`src/design/shah_pkg.sv`:
```
`default_nettype none
package shah_pkg;

   localparam int unsigned WORD_W   = 32;
   localparam int unsigned WIN_LEN  = 16;
   localparam int unsigned ROUNDS   = 64;
   localparam int unsigned HASH_LEN = 8;

   localparam logic [7:0] PAD_BYTE  = 8'h80;
   localparam logic [5:0] LAST_FILL = 6'd63;
   localparam logic [5:0] LEN_FILL  = 6'd56;
   localparam logic [5:0] LAST_RND  = 6'd63;
   localparam logic [2:0] LAST_IDX  = 3'd7;

   localparam logic [31:0] ROUND_K [ROUNDS] = '{
      32'h428a2f98, 32'h71374491, 32'hb5c0fbcf, 32'he9b5dba5,
      32'h3956c25b, 32'h59f111f1, 32'h923f82a4, 32'hab1c5ed5,
      32'hd807aa98, 32'h12835b01, 32'h243185be, 32'h550c7dc3,
      32'h72be5d74, 32'h80deb1fe, 32'h9bdc06a7, 32'hc19bf174,
      32'he49b69c1, 32'hefbe4786, 32'h0fc19dc6, 32'h240ca1cc,
      32'h2de92c6f, 32'h4a7484aa, 32'h5cb0a9dc, 32'h76f988da,
      32'h983e5152, 32'ha831c66d, 32'hb00327c8, 32'hbf597fc7,
      32'hc6e00bf3, 32'hd5a79147, 32'h06ca6351, 32'h14292967,
      32'h27b70a85, 32'h2e1b2138, 32'h4d2c6dfc, 32'h53380d13,
      32'h650a7354, 32'h766a0abb, 32'h81c2c92e, 32'h92722c85,
      32'ha2bfe8a1, 32'ha81a664b, 32'hc24b8b70, 32'hc76c51a3,
      32'hd192e819, 32'hd6990624, 32'hf40e3585, 32'h106aa070,
      32'h19a4c116, 32'h1e376c08, 32'h2748774c, 32'h34b0bcb5,
      32'h391c0cb3, 32'h4ed8aa4a, 32'h5b9cca4f, 32'h682e6ff3,
      32'h748f82ee, 32'h78a5636f, 32'h84c87814, 32'h8cc70208,
      32'h90befffa, 32'ha4506ceb, 32'hbef9a3f7, 32'hc67178f2
   };

   localparam logic [31:0] HASH_IV [HASH_LEN] = '{
      32'h6a09e667, 32'hbb67ae85, 32'h3c6ef372, 32'ha54ff53a,
      32'h510e527f, 32'h9b05688c, 32'h1f83d9ab, 32'h5be0cd19
   };

   typedef enum logic [4:0] {
      ST_IDLE  = 5'b00001,
      ST_PAD   = 5'b00010,
      ST_ROUND = 5'b00100,
      ST_ADD   = 5'b01000,
      ST_OUT   = 5'b10000
   } state_type;

   // datapath controls issued by the sequencer
   typedef struct packed {
      logic       push;
      logic       push_word;
      logic [7:0] pbyte;
      logic       load;
      logic       step;
      logic       add;
      logic       init;
   } ctl_type;

   function automatic logic [31:0] rotr(input logic [31:0] x, input logic [4:0] n);
      logic [63:0] dbl;
      dbl  = {x, x} >> n;
      rotr = dbl[31:0];
   endfunction

   function automatic logic [31:0] small_sig0(input logic [31:0] x);
      small_sig0 = rotr(x, 5'd7) ^ rotr(x, 5'd18) ^ (x >> 3);
   endfunction

   function automatic logic [31:0] small_sig1(input logic [31:0] x);
      small_sig1 = rotr(x, 5'd17) ^ rotr(x, 5'd19) ^ (x >> 10);
   endfunction

   function automatic logic [31:0] big_sig0(input logic [31:0] x);
      big_sig0 = rotr(x, 5'd2) ^ rotr(x, 5'd13) ^ rotr(x, 5'd22);
   endfunction

   function automatic logic [31:0] big_sig1(input logic [31:0] x);
      big_sig1 = rotr(x, 5'd6) ^ rotr(x, 5'd11) ^ rotr(x, 5'd25);
   endfunction

endpackage
`default_nettype wire

```
`src/design/shah_if.sv`:
```
`default_nettype none
interface shah_req_if;
   logic       valid;
   logic       ready;
   logic [7:0] data_byte;
   logic       byte_present;
   logic       end_of_message;

   modport source(output valid, output data_byte, output byte_present,
                  output end_of_message, input ready);
   modport sink(input valid, input data_byte, input byte_present,
                input end_of_message, output ready);
endinterface

interface shah_rsp_if;
   logic        valid;
   logic        ready;
   logic [31:0] digest_word;
   logic [2:0]  word_index;
   logic        last_word;

   modport source(output valid, output digest_word, output word_index,
                  output last_word, input ready);
   modport sink(input valid, input digest_word, input word_index,
                input last_word, output ready);
endinterface
`default_nettype wire

```
`src/design/shah_sched.sv`:
```
`default_nettype none
module shah_sched (
   input  wire logic            clock,
   input  wire shah_pkg::ctl_type ctl,
   output logic [31:0]          w_cur
);
   import shah_pkg::*;

   logic [23:0] acc_ff;
   logic [23:0] acc_in;
   logic [31:0] win_ff [WIN_LEN];
   logic [31:0] new_word;
   logic [31:0] expand;
   logic        shift;

   // next schedule word from the sliding window of the last sixteen
   assign expand   = small_sig1(win_ff[14]) + win_ff[9] + small_sig0(win_ff[1]) + win_ff[0];
   assign new_word = ctl.push_word ? {acc_ff, ctl.pbyte} : expand;
   assign shift    = ctl.push_word | ctl.step;
   assign acc_in   = {acc_ff[15:0], ctl.pbyte};
   assign w_cur    = win_ff[0];

   always_ff @(posedge clock) begin
      if (ctl.push) begin
         acc_ff <= acc_in;
      end
      if (shift) begin
         for (int i = 0; i < WIN_LEN - 1; i++) begin
            win_ff[i] <= win_ff[i + 1];
         end
         win_ff[WIN_LEN - 1] <= new_word;
      end
   end

endmodule
`default_nettype wire

```
`src/design/shah_round.sv`:
```
`default_nettype none
module shah_round (
   input  wire logic              clock,
   input  wire logic              reset,
   input  wire shah_pkg::ctl_type ctl,
   input  wire logic [5:0]        rnd,
   input  wire logic [31:0]       w_cur,
   output logic [31:0]            hash_vals [shah_pkg::HASH_LEN]
);
   import shah_pkg::*;

   logic [31:0] hash_ff [HASH_LEN];
   logic [31:0] v_ff    [HASH_LEN];
   logic [31:0] t1;
   logic [31:0] t2;
   logic [31:0] ch;
   logic [31:0] maj;

   assign ch  = (v_ff[4] & v_ff[5]) ^ (~v_ff[4] & v_ff[6]);
   assign maj = (v_ff[0] & v_ff[1]) ^ (v_ff[0] & v_ff[2]) ^ (v_ff[1] & v_ff[2]);
   assign t1  = v_ff[7] + big_sig1(v_ff[4]) + ch + ROUND_K[rnd] + w_cur;
   assign t2  = big_sig0(v_ff[0]) + maj;

   always_ff @(posedge clock) begin
      if (ctl.load) begin
         for (int i = 0; i < HASH_LEN; i++) begin
            v_ff[i] <= hash_ff[i];
         end
      end else if (ctl.step) begin
         v_ff[0] <= t1 + t2;
         v_ff[1] <= v_ff[0];
         v_ff[2] <= v_ff[1];
         v_ff[3] <= v_ff[2];
         v_ff[4] <= v_ff[3] + t1;
         v_ff[5] <= v_ff[4];
         v_ff[6] <= v_ff[5];
         v_ff[7] <= v_ff[6];
      end
   end

   always_ff @(posedge clock) begin
      if (reset || ctl.init) begin
         for (int i = 0; i < HASH_LEN; i++) begin
            hash_ff[i] <= HASH_IV[i];
         end
      end else if (ctl.add) begin
         for (int i = 0; i < HASH_LEN; i++) begin
            hash_ff[i] <= hash_ff[i] + v_ff[i];
         end
      end
   end

   assign hash_vals = hash_ff;

endmodule
`default_nettype wire

```
`src/design/sha256_byte_stream_hasher.sv`:
```
`default_nettype none
// SHA-256 over a byte stream.
// req_bus takes one message byte per beat (data_byte with byte_present set);
// end_of_message marks the last beat of a message, which may carry no byte
// to close an empty message. A beat with neither flag changes nothing.
// rsp_bus returns the digest as eight 32-bit beats, word_index 0 to 7,
// h0 first, last_word set on the eighth.
// Byte beats are taken while the block is idle; after the 64th byte of a
// block it is busy compressing: one round per cycle through the single
// round unit, then a fold of the result into the hash words.
// Ending a message pads one byte per cycle up to the block end, then
// compresses before the first digest beat. When the length field does not
// fit behind the pad byte, or the last byte fills a block, one more block of
// padding and compression is added.
// req_bus.ready is low during reset, padding, compression and digest output.
// If the receiver stalls, the current digest beat holds until taken.
// Synchronous reset restores the initial hash values and clears the byte
// and fill counts; the block is ready as soon as reset is low.
module sha256_byte_stream_hasher (
   input  wire logic   clock,
   input  wire logic   reset,
   shah_req_if.sink    req_bus,
   shah_rsp_if.source  rsp_bus
);
   import shah_pkg::*;

   state_type   state_ff, state_in;
   logic [5:0]  fill_ff, fill_in;
   logic [60:0] count_ff, count_in;
   logic [5:0]  rnd_ff, rnd_in;
   logic [2:0]  idx_ff, idx_in;
   logic        eom_ff, eom_in;
   logic        pad80_ff, pad80_in;
   logic        len_ok_ff, len_ok_in;
   logic        final_ff, final_in;

   ctl_type     ctl;
   logic        req_acc;
   logic [31:0] w_cur;
   logic [31:0] hash_words [HASH_LEN];
   logic [63:0] len_bits;
   logic [63:0] len_shift;
   logic [7:0]  len_byte;

   assign req_bus.ready = (state_ff == ST_IDLE) && !reset;
   assign req_acc       = req_bus.valid & req_bus.ready;

   // length field is big-endian in the last eight bytes of the final block
   assign len_bits  = {count_ff, 3'b000};
   assign len_shift = len_bits << {fill_ff[2:0], 3'b000};
   assign len_byte  = len_shift[63:56];

   always_comb begin
      state_in      = state_ff;
      fill_in       = fill_ff;
      count_in      = count_ff;
      rnd_in        = rnd_ff;
      idx_in        = idx_ff;
      eom_in        = eom_ff;
      pad80_in      = pad80_ff;
      len_ok_in     = len_ok_ff;
      final_in      = final_ff;
      ctl.push      = 1'b0;
      ctl.pbyte     = req_bus.data_byte;
      ctl.load      = 1'b0;
      ctl.step      = 1'b0;
      ctl.add       = 1'b0;
      ctl.init      = 1'b0;
      case (state_ff)
         ST_IDLE: begin
            if (req_acc) begin
               if (req_bus.byte_present) begin
                  ctl.push = 1'b1;
                  fill_in  = fill_ff + 6'd1;
                  count_in = count_ff + 61'd1;
               end
               if (req_bus.byte_present && fill_ff == LAST_FILL) begin
                  ctl.load = 1'b1;
                  rnd_in   = '0;
                  eom_in   = req_bus.end_of_message;
                  state_in = ST_ROUND;
               end else if (req_bus.end_of_message) begin
                  eom_in   = 1'b1;
                  state_in = ST_PAD;
               end
            end
         end
         ST_PAD: begin
            ctl.push = 1'b1;
            fill_in  = fill_ff + 6'd1;
            pad80_in = 1'b1;
            if (!pad80_ff) begin
               ctl.pbyte = PAD_BYTE;
            end else if (len_ok_ff && fill_ff >= LEN_FILL) begin
               ctl.pbyte = len_byte;
            end else begin
               ctl.pbyte = 8'h00;
            end
            if (fill_ff == LAST_FILL) begin
               // block full: it is the last one only if it held the length
               ctl.load  = 1'b1;
               rnd_in    = '0;
               final_in  = len_ok_ff;
               len_ok_in = 1'b1;
               state_in  = ST_ROUND;
            end else if (!pad80_ff && fill_ff < LEN_FILL) begin
               len_ok_in = 1'b1;
            end
         end
         ST_ROUND: begin
            ctl.step = 1'b1;
            rnd_in   = rnd_ff + 6'd1;
            if (rnd_ff == LAST_RND) begin
               state_in = ST_ADD;
            end
         end
         ST_ADD: begin
            ctl.add = 1'b1;
            if (final_ff) begin
               idx_in   = '0;
               state_in = ST_OUT;
            end else if (eom_ff) begin
               state_in = ST_PAD;
            end else begin
               state_in = ST_IDLE;
            end
         end
         ST_OUT: begin
            if (rsp_bus.ready) begin
               idx_in = idx_ff + 3'd1;
               if (idx_ff == LAST_IDX) begin
                  ctl.init  = 1'b1;
                  fill_in   = '0;
                  count_in  = '0;
                  eom_in    = 1'b0;
                  pad80_in  = 1'b0;
                  len_ok_in = 1'b0;
                  final_in  = 1'b0;
                  state_in  = ST_IDLE;
               end
            end
         end
         default: begin
            state_in = ST_IDLE;
         end
      endcase
      ctl.push_word = ctl.push & (fill_ff[1:0] == 2'b11);
   end

   always_ff @(posedge clock) begin
      if (reset) begin
         state_ff  <= ST_IDLE;
         fill_ff   <= '0;
         count_ff  <= '0;
         rnd_ff    <= '0;
         idx_ff    <= '0;
         eom_ff    <= 1'b0;
         pad80_ff  <= 1'b0;
         len_ok_ff <= 1'b0;
         final_ff  <= 1'b0;
      end else begin
         state_ff  <= state_in;
         fill_ff   <= fill_in;
         count_ff  <= count_in;
         rnd_ff    <= rnd_in;
         idx_ff    <= idx_in;
         eom_ff    <= eom_in;
         pad80_ff  <= pad80_in;
         len_ok_ff <= len_ok_in;
         final_ff  <= final_in;
      end
   end

   shah_sched u_sched (
      .clock (clock),
      .ctl   (ctl),
      .w_cur (w_cur)
   );

   shah_round u_round (
      .clock     (clock),
      .reset     (reset),
      .ctl       (ctl),
      .rnd       (rnd_ff),
      .w_cur     (w_cur),
      .hash_vals (hash_words)
   );

   assign rsp_bus.valid       = (state_ff == ST_OUT);
   assign rsp_bus.digest_word = hash_words[idx_ff];
   assign rsp_bus.word_index  = idx_ff;
   assign rsp_bus.last_word   = (idx_ff == LAST_IDX);

endmodule
`default_nettype wire

```
`src/flat_wrapper.sv`:
```
// flat-port wrapper written by rule: the top's interface ports become plain ports
module sha256_byte_stream_hasher_flat import shah_pkg::*;
  (clock, reset, req_bus_valid, req_bus_data_byte, req_bus_byte_present, req_bus_end_of_message, req_bus_ready, rsp_bus_valid, rsp_bus_digest_word, rsp_bus_word_index, rsp_bus_last_word, rsp_bus_ready);
  shah_req_if req_bus_i ();
  shah_rsp_if rsp_bus_i ();
  input  wire logic clock;
  input  wire logic reset;
  input wire logic [$bits(req_bus_i.valid)-1:0] req_bus_valid;
  input wire logic [$bits(req_bus_i.data_byte)-1:0] req_bus_data_byte;
  input wire logic [$bits(req_bus_i.byte_present)-1:0] req_bus_byte_present;
  input wire logic [$bits(req_bus_i.end_of_message)-1:0] req_bus_end_of_message;
  output wire logic [$bits(req_bus_i.ready)-1:0] req_bus_ready;
  output wire logic [$bits(rsp_bus_i.valid)-1:0] rsp_bus_valid;
  output wire logic [$bits(rsp_bus_i.digest_word)-1:0] rsp_bus_digest_word;
  output wire logic [$bits(rsp_bus_i.word_index)-1:0] rsp_bus_word_index;
  output wire logic [$bits(rsp_bus_i.last_word)-1:0] rsp_bus_last_word;
  input wire logic [$bits(rsp_bus_i.ready)-1:0] rsp_bus_ready;
  assign req_bus_i.valid = req_bus_valid;
  assign req_bus_i.data_byte = req_bus_data_byte;
  assign req_bus_i.byte_present = req_bus_byte_present;
  assign req_bus_i.end_of_message = req_bus_end_of_message;
  assign req_bus_ready = req_bus_i.ready;
  assign rsp_bus_valid = rsp_bus_i.valid;
  assign rsp_bus_digest_word = rsp_bus_i.digest_word;
  assign rsp_bus_word_index = rsp_bus_i.word_index;
  assign rsp_bus_last_word = rsp_bus_i.last_word;
  assign rsp_bus_i.ready = rsp_bus_ready;
  sha256_byte_stream_hasher u_core (.clock(clock), .reset(reset), .req_bus(req_bus_i), .rsp_bus(rsp_bus_i));
endmodule
```
`config.mk`:
```
export PLATFORM = sky130hd
export DESIGN_NAME = sha256_byte_stream_hasher_flat
export DESIGN_NICKNAME = d
export VERILOG_FILES = /design/src/design/shah_pkg.sv /design/src/design/shah_if.sv /design/src/design/shah_sched.sv /design/src/design/shah_round.sv /design/src/design/sha256_byte_stream_hasher.sv /design/src/flat_wrapper.sv
export SDC_FILE = /design/constraint.sdc
export NUM_CORES = 2
export LEC_CHECK = 0
export BUFFER_PORTS_ARGS = -buffer_cell sky130_fd_sc_hd__buf_2
export CAP_MARGIN = 15
export CORE_MARGIN = 2
export CORE_UTILIZATION = 51
export DETAILED_ROUTE_END_ITERATION = 8
export PLACE_DENSITY = 0.68
export SYNTH_ARGS = -nofsm -noshare
export SYNTH_HDL_FRONTEND = slang
export SYNTH_SLANG_ARGS = --single-unit
```
`constraint.sdc`:
```
create_clock -name clock -period 20.2 [get_ports clock]
set_clock_uncertainty 0.15 [all_clocks]
set_input_delay 2.02 -clock clock [delete_from_list [all_inputs] [get_ports clock]]
set_output_delay 2.02 -clock clock [all_outputs]
set_load 0.01 [all_outputs]
```
Word level (Yosys, flattened, before mapping)
Memory sizes are Yosys's and may differ from the RTL's.
Index checks and enable logic that the tools add are counted.
- register bits: 365
- bits in read-only memories: 2048
- word-level logic and storage cells: 193
- bits in latches: 0
- output and inout bits: 38
- RAM bits: 768
- input port bits: 14
- memories: 3
- memory list (memory ; depth ; width ; read ports ; clocked after memory_dff ; write ports ; RTL line ; source):
    (name not given) ; 64 ; 32 ; 1 ; 0 ; 0 ; shah_round.sv:21 ; assign t1 = v_ff[7] + big_sig1(v_ff[4]) + ch + ROUND_K[rnd] + w_cur;
    u_core.u_sched.win_ff ; 16 ; 32 ; 16 ; 0 ; 16 ; shah_sched.sv:11 ; logic [31:0] win_ff [WIN_LEN];
    u_core.u_round.v_ff ; 8 ; 32 ; 8 ; 0 ; 8 ; shah_round.sv:13 ; logic [31:0] v_ff [HASH_LEN];
- eq/ne operators: 19
- bitwise operators: 30
- multiplexer cells: 75
- reductions and logical operators: 21
- $mul: 0
- $lt $le $gt $ge: 4
- divide/modulo/power cells: 0
- shift-type cells: 1
- $add $sub $neg: 22
- operator list (operator ; count):
    $add 32x32->32 ; 18
    $mux 32 ; 13
    $xor 32x32->32 ; 9
    $mux 61 ; 4
    $and 32x32->32 ; 5
    $pmux 61 s2 ; 1
    $bmux 32 s3 ; 1
    $shl 64x6->64 ; 1
    $add 61x1->61 const B ; 1
    $mux 6 ; 7
    $mux 5 ; 8
    $pmux 6 s3 ; 2
    $not 32->32 ; 1
    $xor 32x22->32 ; 1
    $xor 32x29->32 ; 1
    $mux 1 ; 25
    $pmux 5 s5 ; 1
    $mux 8 ; 3
    $reduce_and 5->1 ; 3
    $add 6x1->6 const B ; 2
    $eq 6x6->1 const B ; 2
    $ne 2x1->1 const B ; 6
    $pmux 1 s2 ; 6
    $reduce_and 4->1 ; 3
    other kinds (29) ; 48

Logic depth before layout (Yosys ltp)
- depth in word-level cells: 9
- mapped depth: 42
- depth with buffers taken out: 40

By module
A second synthesis with hierarchy kept.
- cells, all modules: 7121
- area, all modules: 71576.1 µm²
- modules (own cells, without submodules) (module ; cells an instance ; instances ; sequential area each (µm²) ; area an instance (µm²)):
    shah_round ; 5108 ; 1 ; 12812.3 ; 43121.4
    shah_sched ; 1216 ; 1 ; 16095.4 ; 21244.1
    sha256_byte_stream_hasher ; 797 ; 1 ; 1701.6 ; 7210.7

Worst setup path after synthesis
No wires, ideal clock.
- kind: input port to flip-flop
- start: input req_bus_byte_present
- end: memory u_core.u_sched.win_ff[0][0], enable pin
- setup slack: 4.593 ns
- buffers on the path: 1
- data arrival time: 11.824 ns
- cell stages on the path: 6
- data required time: 16.418 ns
- setup time: 3.632 ns
- cell sequence: and3b_1 -> nand4b_1 -> nand2_1 -> nand2_1 -> clkbuf_1 -> nand2_1
- RTL lines (item ; RTL line ; source):
    start: declaration ; flat_wrapper.sv:10 ; input wire logic [$bits(req_bus_i.byte_present)-1:0] req_bus_byte_present;
    end: declaration ; shah_sched.sv:11 ;

==> run summary <==
The flow ran to the end, and the final reports show no timing, DRC or antenna violations. The register bit count reported by yosys is 1,133. The remaining global-route overflow is 0. The data arrival at the endpoint of the critical path came out at 11.11 ns. The wire length of the first global-routing pass came out at around 320,000 um.

The top-area cell type share of the netlist area came out at 0.341. Counting every sink on the clock net gives 1,133. By area the synthesized netlist is led by sky130_fd_sc_hd__edfxtp_1 (34%), sky130_fd_sc_hd__dfxtp_1 (9.8%), sky130_fd_sc_hd__ha_1 (7.2%). In the synthesized netlist, the number of instances is 6,759. The share of total power dissipated in sequential elements is 0.474. The most used flip-flop cell after synthesis is sky130_fd_sc_hd__edfxtp_1. The count of warnings emitted by yosys is 0. Subtracting the final worst setup slack from the clock period gives approximately 11 ns. The leading area contributor after synthesis is sky130_fd_sc_hd__edfxtp_1. In this run the number of H-tree levels came out at 3. The largest buffer count on any clock path came out at 3. The detailed-route wire length per cell is 25.2 um. The hold buffer count at cts is 0. The clock latency on the worst-skew pair is 0.78 ns. The worst setup path is captured at a flip-flop. The top cell types in the final layout, fill and taps aside, are sky130_fd_sc_hd__nand2_1 (978), sky130_fd_sc_hd__edfxtp_1 (792), sky130_fd_sc_hd__a21oi_1 (502), sky130_fd_sc_hd__o21ai_0 (415), sky130_fd_sc_hd__nor2_1 (403).

By instance count, the cell type seen most on the critical path is sky130_fd_sc_hd__a21oi_1. The number of remaining DRC errors came out at 0. The sequential share of the synthesized area is 0.439. For this run, global-route usage on met3 was measured as 0.0544. The total setup buffers inserted after CTS came out at 0. The headroom to the max-slew limit is 0.105. STA classifies the critical path startpoint as a flip-flop. The number of core rows came out at 135. The final-report setup violation count came out at 0. The final count of pins violating max slew is 0. The synthesis-to-layout area growth came out at 8.47%. CTS placed an instance of sky130_fd_sc_hd__clkbuf_16 at the clock tree root. met1 is the most crowded layer. The share of layout cells above drive strength 1 came out at 0.0831. The number of top-level design ports came out at 52. During placement, the flow inserted port buffers numbering 51. Based on the critical path, the design can be clocked at up to 92.3 MHz. The number of different library cells in the post-synthesis netlist is 91.

The layout filler cell count came out at 11,654. The largest fanout on the critical path came out at 33. The number of nets produced by synthesis came out at around 7,400.

The core region is 135,000 um^2. The global routing met2 resource utilization came out at 0.450. The critical path data required time came out at around 20 ns. The slew of the pin with the lowest slew margin is 1.33 ns. The worst-case IR drop observed on VDD is between 0.07 and 0.08 mV. In this run, the number of DRC markers left after iteration 0 of detailed routing was 6,026.

For this run, global-route usage on met1 was measured as 0.450. The via count of the first global-routing pass is 49,289. Among all stages on the critical path, the largest delay is contributed by sky130_fd_sc_hd__a221oi_1. Entering global routing, the biggest net connects about 210 pins. The number of flops mapped to enable cells by yosys is 792. The routability-driven placement congestion ratio came out at 0.988. The final-report hold violation count is 0. The total routed wirelength is 216,000 um. The largest incremental delay on the critical path came out at 0.67 ns.

The proportion of power drawn by combinational gates came out at 0.101. Setup repair after global routing left no endpoint under its margin. The post-cts resize count is 0. The library cell used most frequently in the layout, excluding fill and tap cells, is sky130_fd_sc_hd__nand2_1.

The leakage dissipation is ~28 nW. The all-layer global routing usage came out at 0.304. The async set or reset register ratio after synthesis is 0.

The summed negative setup slack over all endpoints is 0 ns. The routed via count is around 53,000. The floorplan step set the die height to 374 um. Cell internal power was estimated by the tool at 3.96 mW. For this configuration, the core starts out at a cell density of 0.514.

The sum of net half-perimeters after detailed placement is between 150,000 and 200,000 um. From left edge to right edge, the die measures 374 um. The final layout contains between 7,000 and 8,000 nets.

The ratio of final minimum period to clock period is 0.536. The total die area came out at 140,000 um^2. The post-synthesis average cell area came out at 10.3 um^2. The clock-pin transition on the worst setup and hold timing paths came out at 0.07 ns. The number of detailed-routing iterations run before antenna repair is 6.

The net switching share of the total power came out at 0.253. The portion of total power attributed to the clock network came out at 0.426. The switching power of the nets came out at 1.34 mW. After detailed routing, the number of vias per cell comes to 6.23.

The worst hold margin is 0.226 ns. The count of nets left with antenna violations once routing finished came out at 0. The TritonCTS buffer count is 120. The synthesized cell area is 69,600 um^2. TritonCTS built the clock tree. Across the run, the number of max-cap violations was 0. The setup path with the least slack is of type flip-flop to flip-flop. For this design the ratio of total power to cell area is between 70 and 80 nW/um^2. The initial antenna violation count is 9.

In this run the worst hold path is classified as flip-flop to flip-flop.
-- flip-flops by register name, indices dropped and copies added, names as in the netlist, 3 cells and up --
signal,flops
u_core.u_sched.acc_ff,24
u_core.fill_ff,6
u_core.state_ff,5
u_core.u_round.hash_vals,256
u_core.count_ff,61
u_core.rnd_ff,6
u_core.rsp_bus.word_index,3
u_core.u_round.v_ff,256
u_core.u_sched.win_ff,512
-- cell families (layout without fill, tap and decap cells) --
logic type / count (synthesis) / in the layout / share of synthesized area
AOI/OAI and AO/OA: 1644 / 1644 / 0.147
xor gates and xnor gates: 564 / 564 / 0.0713
DFF: 1133 / 1133 / 0.439
muxes: 247 / 247 / 0.0528
and+or+nand+nor: 1955 / 1955 / 0.125
other: 0 / 1 / 0
adders and majority gates: 623 / 623 / 0.132
buffers and inverters: 593 / 606 / 0.0321
-- synthesized netlist by cell type, types with 52 or more instances --
| master | instances |
|---|---|
| sky130_fd_sc_hd__ha_1 | 398 |
| sky130_fd_sc_hd__a21oi_1 | 503 |
| sky130_fd_sc_hd__nor3_1 | 92 |
| sky130_fd_sc_hd__o211ai_1 | 95 |
| sky130_fd_sc_hd__a21o_1 | 156 |
| sky130_fd_sc_hd__fa_1 | 195 |
| sky130_fd_sc_hd__dfxtp_1 | 341 |
| sky130_fd_sc_hd__buf_1 | 52 |
| sky130_fd_sc_hd__xnor2_1 | 399 |
| sky130_fd_sc_hd__mux4_2 | 84 |
| sky130_fd_sc_hd__inv_1 | 266 |
| sky130_fd_sc_hd__xor2_1 | 163 |
| sky130_fd_sc_hd__nand3_1 | 108 |
| sky130_fd_sc_hd__o21a_1 | 63 |
| sky130_fd_sc_hd__o21ai_0 | 416 |
| sky130_fd_sc_hd__nor2_1 | 404 |
| sky130_fd_sc_hd__edfxtp_1 | 792 |
| sky130_fd_sc_hd__clkbuf_1 | 267 |
| sky130_fd_sc_hd__nand2_1 | 980 |
| sky130_fd_sc_hd__mux2_2 | 121 |
| sky130_fd_sc_hd__a211oi_1 | 68 |
-- through the flow --
stage	worst slack, ns	instance area [um^2]	power (mW)	cells	utilization
global placement	9.81	71500	3.08	8322	0.527
CTS	9.61	75500	5.33	8552	0.558
finish	9.37	75500	5.30	8554	0.558
detailed placement	9.71	71500	3.08	8322	0.527
floorplan	4.59	69600	2.94	6759	-
global route	8.76	75500	5.48	8553	0.558
-- worst paths after layout --
check	start	to	slack (ns)	depth (start not counted)
max	u_core.rnd_ff[0]	u_core.u_round.v_ff[0][28]	9.37	38
min	u_core.u_sched.win_ff[1][139]	u_core.u_sched.win_ff[1][107]	0.23	0
min reg2reg	u_core.u_sched.win_ff[1][139]	u_core.u_sched.win_ff[1][107]	0.23	0
max reg2reg	u_core.rnd_ff[0]	u_core.u_round.v_ff[0][28]	9.37	38
-- power groups by stage --
stage | Sequential [mW] | Clock [mW] | Combinational, mW
2_1_floorplan | 2.55 | 0 | 0.384
3_3_place_gp | 2.56 | 0 | 0.516
3_5_place_dp | 2.56 | 0 | 0.520
4_1_cts | 2.51 | 2.29 | 0.524
5_1_grt | 2.51 | 2.38 | 0.582
6_report | 2.51 | 2.26 | 0.533
-- metal layers --
layer | vias up | wire (um)
met2 | 2335 | 92700
met5 | - | 95
met4 | 14 | 7560
li1 | 24246 | -
met3 | 378 | 20200
met1 | 26300 | 95200
-- critical path: cells and delay by family, from the launching register on --
kind                     cells  cell delay, ns
adder cells (fa/ha/maj)      8            3.23
flip-flops                   1            0.31
buffers and inverters        6            1.50
XOR/XNOR                     2            0.39
AO/OA/AOI/OAI               19            4.58
AND/OR/NAND/NOR              3            0.30
-- final cells by class --
type	count	area, um^2	share of cell area
Timing Repair Buffer	106	718	0.00951
Antenna cell	1	2.50	0.0000331
Clock buffer	155	3290	0.0435
Clock inverter	75	790	0.0105
Sequential cell	1133	30600	0.405
Inverter	270	1020	0.0135
Tap cell	1781	2230	0.0295
Multi-Input combinational cell	5033	36900	0.488
Power figures use the tool's default switching activity.
